### config.mk
export PLATFORM = sky130hd
export DESIGN_NAME = cpu65_ram
export DESIGN_NICKNAME = d
export VERILOG_FILES = /design/src/hdl/cpu65_ram.sv
export SDC_FILE = /design/constraint.sdc
export NUM_CORES = 2
export LEC_CHECK = 0
export ABC_AREA = 1
export BUFFER_PORTS_ARGS = -buffer_cell sky130_fd_sc_hd__buf_4
export CAP_MARGIN = 5
export CELL_PAD_IN_SITES_DETAIL_PLACEMENT = 0
export CELL_PAD_IN_SITES_GLOBAL_PLACEMENT = 1
export CORE_MARGIN = 1
export CORE_UTILIZATION = 54
export CTS_BUF_LIST = sky130_fd_sc_hd__clkbuf_4 sky130_fd_sc_hd__clkbuf_8
export CTS_CLUSTER_DIAMETER = 50
export DETAILED_ROUTE_END_ITERATION = 8
export PLACE_DENSITY_LB_ADDON = 0.05
export RECOVER_POWER = 25
export SYNTH_ARGS = -nofsm -noshare
export SYNTH_HDL_FRONTEND = slang
export SYNTH_SLANG_ARGS = --single-unit
export TNS_END_PERCENT = 5
### constraint.sdc
create_clock -name i_clk -period 2.5 [get_ports i_clk]
set_clock_uncertainty 0.2 [all_clocks]
set_input_delay 0.125 -clock i_clk [delete_from_list [all_inputs] [get_ports i_clk]]
set_output_delay 0.125 -clock i_clk [all_outputs]
set_load 0.02 [all_outputs]
### src/hdl/cpu65_ram.sv
`timescale 1ns / 1ps
// ----------------------------------------------------------------------------
// cpu65_ram
// Generic simple dual-port RAM with one write port and a registered read.
// ----------------------------------------------------------------------------
module cpu65_ram #(
    parameter int WIDTH = 8,
    parameter int DEPTH = 256
) (
    input  logic                     i_clk,
    input  logic                     i_we,
    input  logic [$clog2(DEPTH)-1:0] i_waddr,
    input  logic [WIDTH-1:0]         i_wdata,
    input  logic [$clog2(DEPTH)-1:0] i_raddr,
    output logic [WIDTH-1:0]         o_rdata
);

    logic [WIDTH-1:0] mem [DEPTH];

    always_ff @(posedge i_clk) begin
        if (i_we) begin
            mem[i_waddr] <= i_wdata;
        end
        o_rdata <= mem[i_raddr];
    end

endmodule

==> summary.md <==
| Metric | Value |
|---|---|
| Status | `finished with violations` |
| Failing checks | `max-capacitance violations, max-slew violations, negative setup slack` |
| Layout Nets | `between 7,000 and 8,000` |
| Synthesized flop and latch total | `about 2,100` |
| Final worst slack | `-0.0545 ns` |
| Max-slew violation count | `just over 80` |
| Root Driver | `clkbuf_8` |
| Cell area after layout | `97,200 µm²` |
| Initial antenna violation count | `11` |
| CTS tree | `yes` |
| Share of cells above drive strength 1 | `0.156` |
| Final setup fails | `a little over 70` |
| Port Buffer Count | `33` |
| Num ports | `34` |
| Die ar. | `156,000 µm²` |
| Die H | `slightly below 400 µm` |
| ANT nets after route | `0` |
| Final Hold Viols | `0` |
| Sequential area share after synthesis | `0.739` |
| WP data required | `3.00 ns` |
| Initial core utilization | `0.546` |
| Clock power share | `0.399` |
| Sequential Power Share | `0.530` |
| Leakage Power | `0.0353 µW` |
| Cell taking the most area after synthesis | `edfxtp_1` |
| GR Overflow Total | `0` |
| Slew of the pin with the lowest slew margin | `~2.0 ns` |
| Clk pin slew, worst setup/hold paths | `0.06 ns` |
| EDFF count, synth | `between 2,000 and 2,500` |
| Hpwl dp | `151,000 µm` |
| Worst Setup End Kind | `flop` |
| Worst hold path type | `in2reg` |
| Final worst path period need | `approximately 2.6 ns` |
| Cell-internal power | `55,100 µW` |
| WP data arrival | `between 3 and 4 ns` |
| Mapped Nets | `roughly 7,000` |
| Vias | `roughly 57,000` |
| Rel. slew slack | `-0.307` |
| Vias in the first global route | `roughly 55,000` |
| Post-synthesis instance area | `83,400 µm²` |
| Routed WL | `about 250,000 µm` |
| Sw Ratio | `0.233` |
| Largest cells by area after synthesis | `edfxtp_1, nand3_1, nand2_1` |
| Row cnt | `between 100 and 150` |
| Most frequent cells after synthesis | `nand2_1, edfxtp_1, nand3_1` |
| Comb pwr share | `0.071` |
| Post-synth cell types | `14` |
| Final Wtd Congestion | `approximately 0.87` |
| Core area | `between 150,000 and 200,000 µm²` |
| Die Wd | `slightly below 400 µm` |
| Max Clk Rate | `between 300 and 400 MHz` |
| Hold path cells | `5` |
| Switch Pwr | `~17,000 µW` |
| Max Root-Sink Buffers | `4` |
| DRC Markers | `0` |
| First-pass GRT wire length | `around 360,000 µm` |
| Final core occ | `0.637` |
| Asr flop ratio synth | `0` |
| Yosys top cell area share | `0.737` |
| CTS buffer count | `~350` |
| WL/cell | `25.0 µm` |
| Drt first pass iters | `6` |
| Gate Count Post-Synth | `7,003` |
| Crit path launch type | `input pin` |
| Hold WS | `~0.12 ns` |
| CP Class | `in2reg` |
| Max FO, Critical Path | `62` |
| Clk_lat worst skew | `around 1.0 ns` |
| RSZ-0062 raised after global routing | `true` |
| Via density | `between 5 and 6` |
| Cell area after placement | `between 90,000 and 100,000 µm²` |
| Top_reg_cell synth | `edfxtp_1` |
| Gr usage total | `0.317` |
| Iter 0 DRT Violations | `roughly 6,000` |
| H-Tree Depth | `5` |
| Peak VDD IR | `~0.00059 V` |
| MaxCap Viol Count | `5` |
| Power Density | `~740 nW/µm²` |
| Setup TNS | `-2.84 ns` |
| Count leader, synth | `nand2_1` |
| Mean Syn Cell Area | `about 12 µm²` |
| Area growth from synthesis to layout | `16.6%` |
| Final period util | `1.02` |
| Warnings, synthesis | `0` |
| Clock Sink Count | `a little over 2,000` |
| Post-layout power | `roughly 72,000 µW` |
| Pin count of the biggest net entering global routing | `between 90 and 100` |
| Reg2Reg Depth | `11` |
-- final timing paths --
check         startpoint          to  slack (ns)
max           i_wdata[6]  mem[55][6]       -0.05
min           i_raddr[7]  o_rdata[5]        0.12
max reg2reg  mem[145][7]  o_rdata[7]        0.13
min reg2reg   mem[76][2]  o_rdata[2]        0.84
-- cell usage in the layout (no fill, tap or decap), types with 2 or more instances in the layout --
cell	instances
nand2_1	2110
edfxtp_1	2048
nand3_1	2019
buf_4	536
clkbuf_8	362
nor2_1	282
clkbuf_4	130
buf_12	109
clkinv_1	81
dlygate4sd3_1	44
inv_1	34
clkinv_2	28
clkbuf_2	19
clkbuf_1	14
nand2_2	13
dfxtp_1	8
buf_16	6
bufinv_16	4
buf_8	4
clkbuf_16	3
diode_2	2
inv_16	2
clkinvlp_4	2
buf_6	2
-- through the flow --
stage                     std cells  worst slack [ns]
after floorplan                7003             0.684
after global placement         9234            -0.325
after detailed placement       9234            -0.325
after CTS                      9889            0.0449
after global routing           9897           -0.0191
final                          9898           -0.0545
-- area by class of cell --
| cell class | instances | area [µm²] |
|---|---|---|
| timing repair buffer | 741 | 7150 |
| clock inverter | 116 | 588 |
| antenna | 2 | 5.00 |
| sequential | 2056 | 61700 |
| multi-input combinational | 4425 | 19200 |
| clock buffer | 489 | 5940 |
| tap | 2030 | 2540 |
| fill | 11900 | 55400 |
| inverter | 39 | 189 |
-- registers in the layout, summed over array words and instances, names as in the netlist --
signal	count
mem	2048
o_rdata	8
-- worst max-delay path, stage by stage --
cell           delay (ns)
dlygate4sd3_1        0.52
clkbuf_1             1.39
clkbuf_4             0.98
-- power groups by stage --
stage          Sequential, µW  Combinational (µW)  Clock, µW
4_1_cts                 38100                5110      29100
2_1_floorplan           38800                2340          0
3_3_place_gp            38800                4930          0
5_1_grt                 38100                5440      30600
3_5_place_dp            38800                4970          0
6_report                38100                5090      28700
-- logic make-up (layout without fill, tap and decap cells) --
| group | count (synthesis) | after routing | share of synthesized area |
|---|---|---|---|
| buffers and inverters | 522 | 1385 | 0.0312 |
| other | 0 | 2 | 0 |
| flip-flops | 2056 | 2056 | 0.739 |
| AND/OR/NAND/NOR | 4425 | 4425 | 0.229 |
-- what timing repair did --
item	CTS	global route
hold buffers	50	0
setup endpoints to repair	0	23
resized for setup	0	10
setup buffers	0	4
endpoints found under the hold margin	3688	0
-- routing by layer --
layer | share of wire | up-vias | track usage
li1 | - | 26100 | -
met4 | 0.029 | 4 | 0.0986
met1 | 0.42 | 28100 | 0.458
met3 | 0.087 | 398 | 0.0544
met5 | 0.00010 | - | 0
met2 | 0.47 | 2649 | 0.493
Note: power is estimated with default switching activity, not from simulation.
