### config.mk
export PLATFORM = sky130hd
export DESIGN_NAME = cpu65_alu
export DESIGN_NICKNAME = d
export VERILOG_FILES = /design/src/hdl/cpu65_pkg.sv /design/src/hdl/cpu65_alu.sv
export SDC_FILE = /design/constraint.sdc
export NUM_CORES = 1
export LEC_CHECK = 0
export BUFFER_PORTS_ARGS = -buffer_cell sky130_fd_sc_hd__buf_2
export CORE_ASPECT_RATIO = 0.8
export CORE_MARGIN = 4
export CORE_UTILIZATION = 48
export DETAILED_ROUTE_END_ITERATION = 8
export MAX_ROUTING_LAYER = met4
export PLACE_DENSITY_LB_ADDON = 0.15
export SYNTH_ARGS = -nofsm -noshare
export SYNTH_HDL_FRONTEND = slang
export SYNTH_SLANG_ARGS = --single-unit
### constraint.sdc
create_clock -name vclk -period 3.2
set_clock_uncertainty 0.05 [all_clocks]
set_input_delay 0.16 -clock vclk [all_inputs]
set_output_delay 0.16 -clock vclk [all_outputs]
set_load 0.005 [all_outputs]
### src/hdl/cpu65_pkg.sv
`timescale 1ns / 1ps
// ----------------------------------------------------------------------------
// cpu65_pkg
// Shared types, constants and the opcode decoder for the 6502 subset
// executor.
// ----------------------------------------------------------------------------
package cpu65_pkg;

    localparam int AddrBitsDef = 16;

    localparam logic [7:0] SpReset  = 8'hFD;
    localparam logic [7:0] Bit7Mask = 8'h80;
    localparam logic [7:0] Bit0Mask = 8'h01;

    typedef enum logic [1:0] {
        CMD_EXEC  = 2'd0,
        CMD_WRITE = 2'd1,
        CMD_READ  = 2'd2,
        CMD_SETPC = 2'd3
    } t_cmd;

    typedef enum logic [4:0] {
        OP_NONE, OP_AND, OP_ORA, OP_EOR, OP_LDA, OP_LDX, OP_LDY, OP_STA,
        OP_STX, OP_STY, OP_ASL, OP_LSR, OP_ROL, OP_ROR, OP_TAX, OP_TAY,
        OP_TSX, OP_TXA, OP_TXS, OP_TYA
    } t_op;

    typedef enum logic [3:0] {
        M_IMP, M_ACC, M_IMM, M_ZPG, M_ZPX, M_ZPY, M_ABS, M_ABX, M_ABY,
        M_IDX, M_IDY
    } t_mode;

    typedef struct packed {
        t_op        op;
        t_mode      mode;
        logic [2:0] cyc;
    } t_dec;

    // Architectural register file as seen by the execution logic.
    typedef struct packed {
        logic [7:0] a;
        logic [7:0] x;
        logic [7:0] y;
        logic [7:0] sp;
        logic       n;
        logic       z;
        logic       c;
    } t_arch;

    typedef struct packed {
        t_arch      regs;
        logic       we;
        logic [7:0] wdata;
    } t_alu_res;

    function automatic t_dec mk_dec(t_op op, t_mode mode, logic [2:0] cyc);
        t_dec d;
        d.op   = op;
        d.mode = mode;
        d.cyc  = cyc;
        return d;
    endfunction

    function automatic t_dec decode_op(logic [7:0] b);
        logic [1:0] grp;
        logic [2:0] aaa;
        logic [2:0] bbb;
        t_op        op;
        t_mode      mode;
        logic [2:0] rcyc;
        logic [2:0] scyc;
        t_dec       d;
        grp  = b[1:0];
        aaa  = b[7:5];
        bbb  = b[4:2];
        d    = mk_dec(OP_NONE, M_IMP, 3'd0);
        op   = OP_NONE;
        mode = M_IMP;
        rcyc = 3'd0;
        scyc = 3'd0;
        if (grp == 2'd1) begin
            case (aaa)
                3'd0:    op = OP_ORA;
                3'd1:    op = OP_AND;
                3'd2:    op = OP_EOR;
                3'd4:    op = OP_STA;
                3'd5:    op = OP_LDA;
                default: op = OP_NONE;
            endcase
            case (bbb)
                3'd0:    begin mode = M_IDX; rcyc = 3'd6; scyc = 3'd6; end
                3'd1:    begin mode = M_ZPG; rcyc = 3'd3; scyc = 3'd3; end
                3'd2:    begin mode = M_IMM; rcyc = 3'd2; scyc = 3'd0; end
                3'd3:    begin mode = M_ABS; rcyc = 3'd4; scyc = 3'd4; end
                3'd4:    begin mode = M_IDY; rcyc = 3'd5; scyc = 3'd6; end
                3'd5:    begin mode = M_ZPX; rcyc = 3'd4; scyc = 3'd4; end
                3'd6:    begin mode = M_ABY; rcyc = 3'd4; scyc = 3'd5; end
                default: begin mode = M_ABX; rcyc = 3'd4; scyc = 3'd5; end
            endcase
            if (op == OP_NONE || (op == OP_STA && bbb == 3'd2)) begin
                d = mk_dec(OP_NONE, M_IMP, 3'd0);
            end else begin
                d = mk_dec(op, mode, (op == OP_STA) ? scyc : rcyc);
            end
        end else if (grp == 2'd2 && !aaa[2]) begin
            case (aaa[1:0])
                2'd0:    op = OP_ASL;
                2'd1:    op = OP_ROL;
                2'd2:    op = OP_LSR;
                default: op = OP_ROR;
            endcase
            case (bbb)
                3'd1:    d = mk_dec(op, M_ZPG, 3'd5);
                3'd2:    d = mk_dec(op, M_ACC, 3'd2);
                3'd3:    d = mk_dec(op, M_ABS, 3'd6);
                3'd5:    d = mk_dec(op, M_ZPX, 3'd6);
                3'd7:    d = mk_dec(op, M_ABX, 3'd7);
                default: d = mk_dec(OP_NONE, M_IMP, 3'd0);
            endcase
        end else begin
            case (b)
                8'hA2:   d = mk_dec(OP_LDX, M_IMM, 3'd2);
                8'hA6:   d = mk_dec(OP_LDX, M_ZPG, 3'd3);
                8'hB6:   d = mk_dec(OP_LDX, M_ZPY, 3'd4);
                8'hAE:   d = mk_dec(OP_LDX, M_ABS, 3'd4);
                8'hBE:   d = mk_dec(OP_LDX, M_ABY, 3'd4);
                8'hA0:   d = mk_dec(OP_LDY, M_IMM, 3'd2);
                8'hA4:   d = mk_dec(OP_LDY, M_ZPG, 3'd3);
                8'hB4:   d = mk_dec(OP_LDY, M_ZPX, 3'd4);
                8'hAC:   d = mk_dec(OP_LDY, M_ABS, 3'd4);
                8'hBC:   d = mk_dec(OP_LDY, M_ABX, 3'd4);
                8'h86:   d = mk_dec(OP_STX, M_ZPG, 3'd3);
                8'h96:   d = mk_dec(OP_STX, M_ZPY, 3'd4);
                8'h8E:   d = mk_dec(OP_STX, M_ABS, 3'd4);
                8'h84:   d = mk_dec(OP_STY, M_ZPG, 3'd3);
                8'h94:   d = mk_dec(OP_STY, M_ZPX, 3'd4);
                8'h8C:   d = mk_dec(OP_STY, M_ABS, 3'd4);
                8'hAA:   d = mk_dec(OP_TAX, M_IMP, 3'd2);
                8'hA8:   d = mk_dec(OP_TAY, M_IMP, 3'd2);
                8'hBA:   d = mk_dec(OP_TSX, M_IMP, 3'd2);
                8'h8A:   d = mk_dec(OP_TXA, M_IMP, 3'd2);
                8'h9A:   d = mk_dec(OP_TXS, M_IMP, 3'd2);
                8'h98:   d = mk_dec(OP_TYA, M_IMP, 3'd2);
                default: d = mk_dec(OP_NONE, M_IMP, 3'd0);
            endcase
        end
        return d;
    endfunction

    function automatic logic [15:0] mode_len(t_mode m);
        logic [15:0] len;
        case (m)
            M_IMP, M_ACC:       len = 16'd1;
            M_ABS, M_ABX, M_ABY: len = 16'd3;
            default:            len = 16'd2;
        endcase
        return len;
    endfunction

    function automatic logic is_store(t_op op);
        return (op == OP_STA) || (op == OP_STX) || (op == OP_STY);
    endfunction

    function automatic logic is_read(t_op op);
        return (op == OP_AND) || (op == OP_ORA) || (op == OP_EOR) ||
               (op == OP_LDA) || (op == OP_LDX) || (op == OP_LDY);
    endfunction

endpackage

### src/hdl/cpu65_alu.sv
`timescale 1ns / 1ps
// ----------------------------------------------------------------------------
// cpu65_alu
// Result logic: logic operations, loads, stores, shifts and transfers.
// ----------------------------------------------------------------------------
module cpu65_alu
    import cpu65_pkg::*;
(
    input  t_op        i_op,
    input  t_mode      i_mode,
    input  logic [7:0] i_val,
    input  t_arch      i_regs,
    output t_alu_res   o_res
);

    logic [7:0] v;
    logic [7:0] r;
    t_alu_res   res;

    always_comb begin
        res       = '0;
        res.regs  = i_regs;
        res.we    = 1'b0;
        res.wdata = 8'h00;
        v         = (i_mode == M_ACC) ? i_regs.a : i_val;
        r         = 8'h00;
        case (i_op)
            OP_AND: r = i_regs.a & v;
            OP_ORA: r = i_regs.a | v;
            OP_EOR: r = i_regs.a ^ v;
            OP_ASL: r = {v[6:0], 1'b0};
            OP_ROL: r = {v[6:0], i_regs.c};
            OP_LSR: r = {1'b0, v[7:1]};
            OP_ROR: r = {i_regs.c, v[7:1]};
            OP_TAX, OP_TAY: r = i_regs.a;
            OP_TSX: r = i_regs.sp;
            OP_TXA: r = i_regs.x;
            OP_TYA: r = i_regs.y;
            default: r = v;
        endcase
        case (i_op)
            OP_AND, OP_ORA, OP_EOR, OP_LDA, OP_TXA, OP_TYA: res.regs.a = r;
            OP_LDX, OP_TAX, OP_TSX: res.regs.x = r;
            OP_LDY, OP_TAY: res.regs.y = r;
            OP_TXS: res.regs.sp = i_regs.x;
            OP_STA: begin res.we = 1'b1; res.wdata = i_regs.a; end
            OP_STX: begin res.we = 1'b1; res.wdata = i_regs.x; end
            OP_STY: begin res.we = 1'b1; res.wdata = i_regs.y; end
            OP_ASL, OP_ROL, OP_LSR, OP_ROR: begin
                if (i_mode == M_ACC) begin
                    res.regs.a = r;
                end else begin
                    res.we    = 1'b1;
                    res.wdata = r;
                end
                res.regs.c = (i_op == OP_ASL || i_op == OP_ROL) ?
                             ((v & Bit7Mask) != 8'h00) : ((v & Bit0Mask) != 8'h00);
            end
            default: ;
        endcase
        // Stores, TXS and OP_NONE leave the flags alone; everything else sets N and Z.
        if (!(is_store(i_op) || i_op == OP_TXS || i_op == OP_NONE)) begin
            res.regs.n = r[7];
            res.regs.z = (r == 8'h00);
        end
        o_res = res;
    end

endmodule

==> results.ini, run 1 <==
[run_status]
status = completed

[critical_path]
critical_path_class = in2out
arrival_ns = 2.83
cp_max_fo = 15
crit_end = o_res[10]
cp-start-kind = input pin
cp.required_ns = 2.99
endpoint_kind = output port
worstSetupStartpoint = i_mode[1]

[logic_synthesis]
yosys_warnings = 0
synth-simple-area-share = 0.243
synth_nets = 303
synth_area_um2 = 1760
synth_compound_area_frac = 0.364
avgSynthCellArea_um2 = 7.23
synth_top_family_by_area = compound AO/OA/AOI/OAI gates
muxShareOfSynthArea = 0.273
synth_xor_area_frac = 0
synth_cell_types = 51
synthAdderAreaFrac = 0.0569
yosysSeqAreaShare = 0
synthCells = 243

[placement]
portBuffers = 96
place.gp.congestion = 1.03
post-place-ws_ns = 0.192
hpwl_um = 5770
dpl.cell_count = 385

[timing]
max_freq_ghz = 0.328
worst_pin_slew_ns = 1.19
fin_ws_ns = 0.155
period_share = 0.951
tns_ns = 0
min_period_ns = 3.04
setup_violations = 0
slew_headroom = 0.207
slew_violations = 0
grt_setup_unrepaired = false
finalHoldViolations = 0

[layout]
drive_gt1_frac = 0.469
antennaDiodeCount = 0
fin_nets = 405
n_sequential_cell = 0
syn2layout_area_growth_pct = 36.2
nClkBuffers = 0
stdcell_count = 385
seqCellArea_um2 = 0

[floorplan]
start_util = 0.506
ios = 96
design.die.area_um2 = 4700
fp.coreArea_um2 = 3470
placementRows = 19
die_y_um = 62.1
die_x_um = 75.7

[detailed_routing]
ant_nets = 0
totalWireLength_um = 7450
route.detailed.drc = 0
vias = 2568
first_iter_violations = 377
routed_via_density = 6.67
wire_per_inst_um = 19.4
drtPass1Iterations = 6

[power]
p_total_uw = 338
p_leak_nw = 1.13
irDropWorstVdd_mv = 0.0794
p_per_area_nw_per_um2 = 141

[cts]
cts_hold_buf = 0
post_cts_buffers = 0

[global_routing]
grt_pass1_wl_um = 11800
grt_overflow = 0
grt_max_degree = 22
grt_pass1_vias = 2339
antenna_found_initial = 0
grt_usage = 0.317

[flow_run]
maxCapViolCount = 0

[worst_hold_path]
hp-class = in2out

-- critical path: stages --
cell and delay, ns:
buf_2 0.10, or4b_1 0.54, buf_4 0.22, mux2_2 0.32, ha_1 0.28, a222oi_1 0.26, o211ai_1 0.15, o22a_2 0.26
nor4_2 0.25, a22o_1 0.17, buf_2 0.11
-- cells in the final DEF, fill, tap and decap left out, types with 2 or more instances in the layout --
cell      instances
nor3b_1           2
a21oi_1          10
buf_2            96
mux2i_1           7
o22a_1            2
ha_1              8
a222oi_1         11
and2_1            2
nor4_2            2
o32ai_1           3
buf_4            21
and3_1            4
nor2_1           14
a221oi_1          2
a22o_1            2
nand3_1           5
nand2_1          32
nand2b_1          2
nor3_1            2
a221o_1           2
a32o_1            2
a211oi_1          2
nor2b_1           5
a32oi_1           9
o221ai_1          3
o22a_2            2
mux2_2           35
a22oi_1           9
inv_1            10
nand4_1           3
o21ai_0          11
nor4_1            3
-- Yosys cell counts (3+ instances only) --
library cell	n	area, µm²
mux2i_1	7	70.1
ha_1	8	100
a22oi_1	10	75.1
a222oi_1	11	110
nand3_1	5	25.0
a221oi_1	3	26.3
o221ai_1	3	26.3
a21oi_1	10	50.1
nand4_1	3	18.8
o32ai_1	3	26.3
nor2_1	14	52.6
a32oi_1	9	78.8
o21ai_0	11	55.1
o22a_1	3	26.3
nand2_1	32	120
nor4_1	3	18.8
nor2b_1	5	31.3
and3_1	4	25.0
inv_1	10	37.5
mux2_2	35	394
clkbuf_1	12	45.0
-- layer usage --
metal	part of all wire	global-route usage	vias up
met4	0.0051	0.0306	0
met1	0.43	0.465	1166
met5	0	-	-
met2	0.43	0.461	201
li1	-	-	1197
met3	0.14	0.0629	4
-- timing repair --
item | 4_1_cts | 5_1_grt
endpoints found under the hold margin | 0 | 0
setup endpoints to repair | 0 | 1
resized for setup | 0 | 4
-- cell type report --
class / instances / area [µm²]
Fill cell: 307 / 1080
Multi-Input combinational cell: 216 / 1670
Inverter: 10 / 37.5
Timing Repair Buffer: 117 / 638
Tap cell: 42 / 52.6
-- worst min path at each step --
stage / depth (start not counted) / end / from / slack (ns)
detailed placement: 3 / o_res[10] / i_regs[1] / 0.56
global route: 3 / o_res[11] / i_regs[2] / 0.60
global placement: 3 / o_res[11] / i_regs[2] / 0.56
floorplan: 2 / o_res[0] / i_regs[27] / 0.38
finish: 3 / o_res[11] / i_regs[2] / 0.57
CTS: 3 / o_res[10] / i_regs[1] / 0.57
-- cell families after synthesis --
family / Yosys count
AO/OA/AOI/OAI: 82
adder cells (fa/ha/maj): 8
buffers and inverters: 27
multiplexers: 43
AND/OR/NAND/NOR: 83
-- where the power goes --
group / internal, mW / leakage [nW] / switching (mW) / total [mW]
Combinational: 0.155 / 1.13 / 0.183 / 0.338
Sequential: 0 / 0 / 0 / 0
Clock: 0 / 0 / 0 / 0
Total: 0.155 / 1.13 / 0.183 / 0.338
-- per-stage QoR --
step | instance area [µm²] | util | hold WS (ns)
after floorplan | 1760 | - | 0.381
after global placement | 2370 | 0.684 | 0.564
after detailed placement | 2370 | 0.684 | 0.561
after CTS | 2370 | 0.684 | 0.569
after global routing | 2390 | 0.690 | 0.595
final | 2390 | 0.690 | 0.570
No activity file was read; power rests on OpenSTA's default activity.
==> run 2, diff against run 1 <==
- CORE_UTILIZATION: 48 -> 52
- clock period: 3.2 -> 3.8 ns (I/O delays scaled with it)
==> results.ini, run 2 (synthesis results as in run 1) <==
[layout]
final_common_cell = buf_2
seqCellArea_um2 = 0
antennaDiodeCount = 0
fin_nets = 393
syn2layout_area_growth_pct = 29.8
final_cell_mix = 96 x buf_2, 35 x mux2_2, 32 x nand2_1
drive_gt1_frac = 0.438
nClkBuffers = 0
n_sequential_cell = 0
utilization = 0.719

[timing]
tns_ns = 0
max_freq_ghz = 0.302
finalHoldViolations = 0
grt_setup_unrepaired = false
worst_pin_slew_ns = 1.09
setup_violations = 0
min_period_ns = 3.32
slew_violations = 0
fin_worst_hold_slack_ns = 0.628
slew_headroom = 0.270
period_share = 0.873

[global_routing]
grt_pass1_vias = 2323
grt_overflow = 0
grt_use_met2 = 0.511
grt_busiest_layer = met2
grt_pass1_wl_um = 11300
antenna_found_initial = 0
grt_max_degree = 27
grt_usage = 0.333
gr-usage-met1 = 0.467
grt_util_met3 = 0.0454

[flow_run]
maxCapViolCount = 0

[floorplan]
start_util = 0.554
placementRows = 18
die_x_um = 73.0
ios = 96
die_y_um = 60.0
design.die.area_um2 = 4380
fp.coreArea_um2 = 3180

[critical_path]
cp_max_fo = 8
cp-start-kind = input pin
critical_path_class = in2out
endpoint_kind = output port
cp.required_ns = 3.56
worstSetupStartpoint = i_mode[1]
arrival_ns = 3.08

[detailed_routing]
wire_per_inst_um = 19.8
totalWireLength_um = 7340
route.detailed.drc = 0
ant_nets = 0
vias = 2573
first_iter_violations = 509
drtPass1Iterations = 7
routed_via_density = 6.94

[power]
p_per_area_nw_per_um2 = 120
p_leak_nw = 1.06
irDropWorstVdd_mv = 0.0691

[placement]
portBuffers = 96
place.gp.congestion = 1.04
hpwl_um = 5620

[worst_hold_path]
min_from = i_regs[2]
hp-class = in2out

[cts]
cts_hold_buf = 0
cts_resized = 0
post_cts_buffers = 0

[run_status]
status = completed

## run 2: worst max-delay path: stages
cell	delay (ns)
buf_2	0.10
or4b_1	0.70
mux2_2	0.38
ha_1	0.28
mux2_2	0.27
nand4_1	0.09
o2111a_1	0.17
a32oi_1	0.18
nor2_1	0.13
nor4b_1	0.26
a22o_1	0.19
buf_2	0.12
## run 2: through the flow
stage / setup slack [ns] / area (µm²) / std cells / power, mW
after floorplan: 0.929 / 1760 / 243 / 0.155
after detailed placement: 0.499 / 2280 / 371 / 0.267
after global routing: 0.213 / 2280 / 371 / 0.297
final: 0.484 / 2280 / 371 / 0.273
after CTS: 0.486 / 2280 / 371 / 0.268
after global placement: 0.580 / 2280 / 371 / 0.265
## run 2: path summary, 6_finish.rpt
check / endpoint / cells past startpoint
worst max-delay path: o_res[10] / 12
worst min-delay path: o_res[11] / 3
## run 2: layout make-up
type / count / area (µm²)
fillers: 271 / 893
inverters: 10 / 37.5
repair buffers: 105 / 548
multi-input cells: 216 / 1650
well taps: 40 / 50.0
## run 2: per-layer routing
metal	wire, µm	vias to the layer above
li1	-	1179
met1	2910	1151
met2	3210	226
met3	1100	17
met4	118	0
met5	0	-
## run 2: where the power goes
part / internal (mW) / leakage [nW] / switching, mW
clock: 0 / 0 / 0
combinational: 0.122 / 1.06 / 0.151
sequential: 0 / 0 / 0
==> run 3, diff against run 2 <==
- CORE_MARGIN: 4 -> not set
==> results.ini, run 3 (synthesis results as in run 1) <==
[critical_path]
crit_path_top_delay_cell = or4b_1
cpMostUsedCell = buf_2
arrival_ns = 3.05
critical_path_class = in2out
endpoint_kind = output port
cp_max_fo = 10
crit_family = simple AND/OR/NAND/NOR gates
path_cells = buf_2 -> or4b_1 -> buf_4 -> mux2_2 -> ha_1 -> a222oi_1 -> o211ai_1 -> o22a_1 -> nor4_2 -> a22o_1 -> buf_2
crit_cells = 11
cp-start-kind = input pin
critical_path_buf_inv_count = 3
cp.required_ns = 3.56
worst_path_largest_cell_delay_ns = 0.70

[layout]
fin_nets = 396
final_cell_mix = 96 x buf_2, 35 x mux2_2, 32 x nand2_1
drive_gt1_frac = 0.449
nClkBuffers = 0
syn2layout_area_growth_pct = 31.8
multiInputGateArea_um2 = 1660
fill_cells = 269
seqCellArea_um2 = 0
antennaDiodeCount = 0
final_common_cell = buf_2
n_sequential_cell = 0

[timing]
finalHoldViolations = 0
grt_setup_unrepaired = false
max_freq_ghz = 0.304
slew_violations = 0
slew_headroom = 0.173
fin_worst_hold_slack_ns = 0.628
worst_pin_slew_ns = 1.24
tns_ns = 0
min_period_ns = 3.29
period_share = 0.865
setup_violations = 0

[floorplan]
fp.coreArea_um2 = 3150
ios = 96
design.die.area_um2 = 3620
placementRows = 18
die_y_um = 54.0
die_x_um = 67.0
start_util = 0.558

[global_routing]
antenna_found_initial = 0
grt_max_degree = 27
grt_pass1_vias = 2097
grt_overflow = 0
grt_pass1_wl_um = 10700
grt_usage = 0.406

[detailed_routing]
totalWireLength_um = 7290
drtPass1Iterations = 6
routed_via_density = 6.96
top_layer = met4
ant_nets = 0
route.detailed.drc = 0
dr_wl_met3_um = 986
wire_per_inst_um = 19.5
dr_wl_met2_um = 3000
vias = 2603
first_iter_violations = 405
wirelength_met1_um = 3130

[flow_run]
maxCapViolCount = 0

[power]
p_per_area_nw_per_um2 = 120
irDropWorstVdd_mv = 0.0692
p_leak_nw = 1.08

[placement]
portBuffers = 96
place.gp.congestion = 1.07
hpwl_um = 5430

[run_status]
status = completed

[worst_hold_path]
hp-class = in2out
worstHoldPathCells = 3

[cts]
post_cts_buffers = 0
cts_hold_buf = 0
cts_resized = 0

-- run 3: cell types whose count changed in the layout (fill, tap and decap cells not counted) --
cell	before	now
nor4_1	3	1
nor4_2	2	4
buf_4	9	12
-- run 3: layout make-up --
| type | instances | share of cell area |
|---|---|---|
| well taps | 40 | 0.0216 |
| inverters | 10 | 0.0162 |
| repair buffers | 108 | 0.246 |
| multi-input cells | 216 | 0.716 |
-- run 3: metrics by stage --
step,worst slack (ns),utilization,total power [mW],area [µm²],std cells
floorplan,0.929,-,0.155,1760,243
detailed placement,0.565,0.735,0.270,2320,374
global route,0.343,0.735,0.300,2320,374
global placement,0.615,0.735,0.268,2320,374
CTS,0.541,0.735,0.271,2320,374
finish,0.515,0.735,0.278,2320,374
-- run 3: power by group --
group | total, mW | internal [mW] | switching (mW)
sequential | 0 | 0 | 0
clock | 0 | 0 | 0
combinational | 0.278 | 0.124 | 0.154
total | 0.278 | 0.124 | 0.154
-- run 3: metal layers --
layer	GRT usage	vias to the layer above
met5	-	-
li1	-	1186
met4	0.0709	0
met1	0.571	1185
met2	0.603	209
met3	0.0699	23
-- run 3: final timing paths --
kind	startpoint	endpoint	slack (ns)
max	i_mode[1]	o_res[10]	0.51
min	i_regs[2]	o_res[11]	0.63
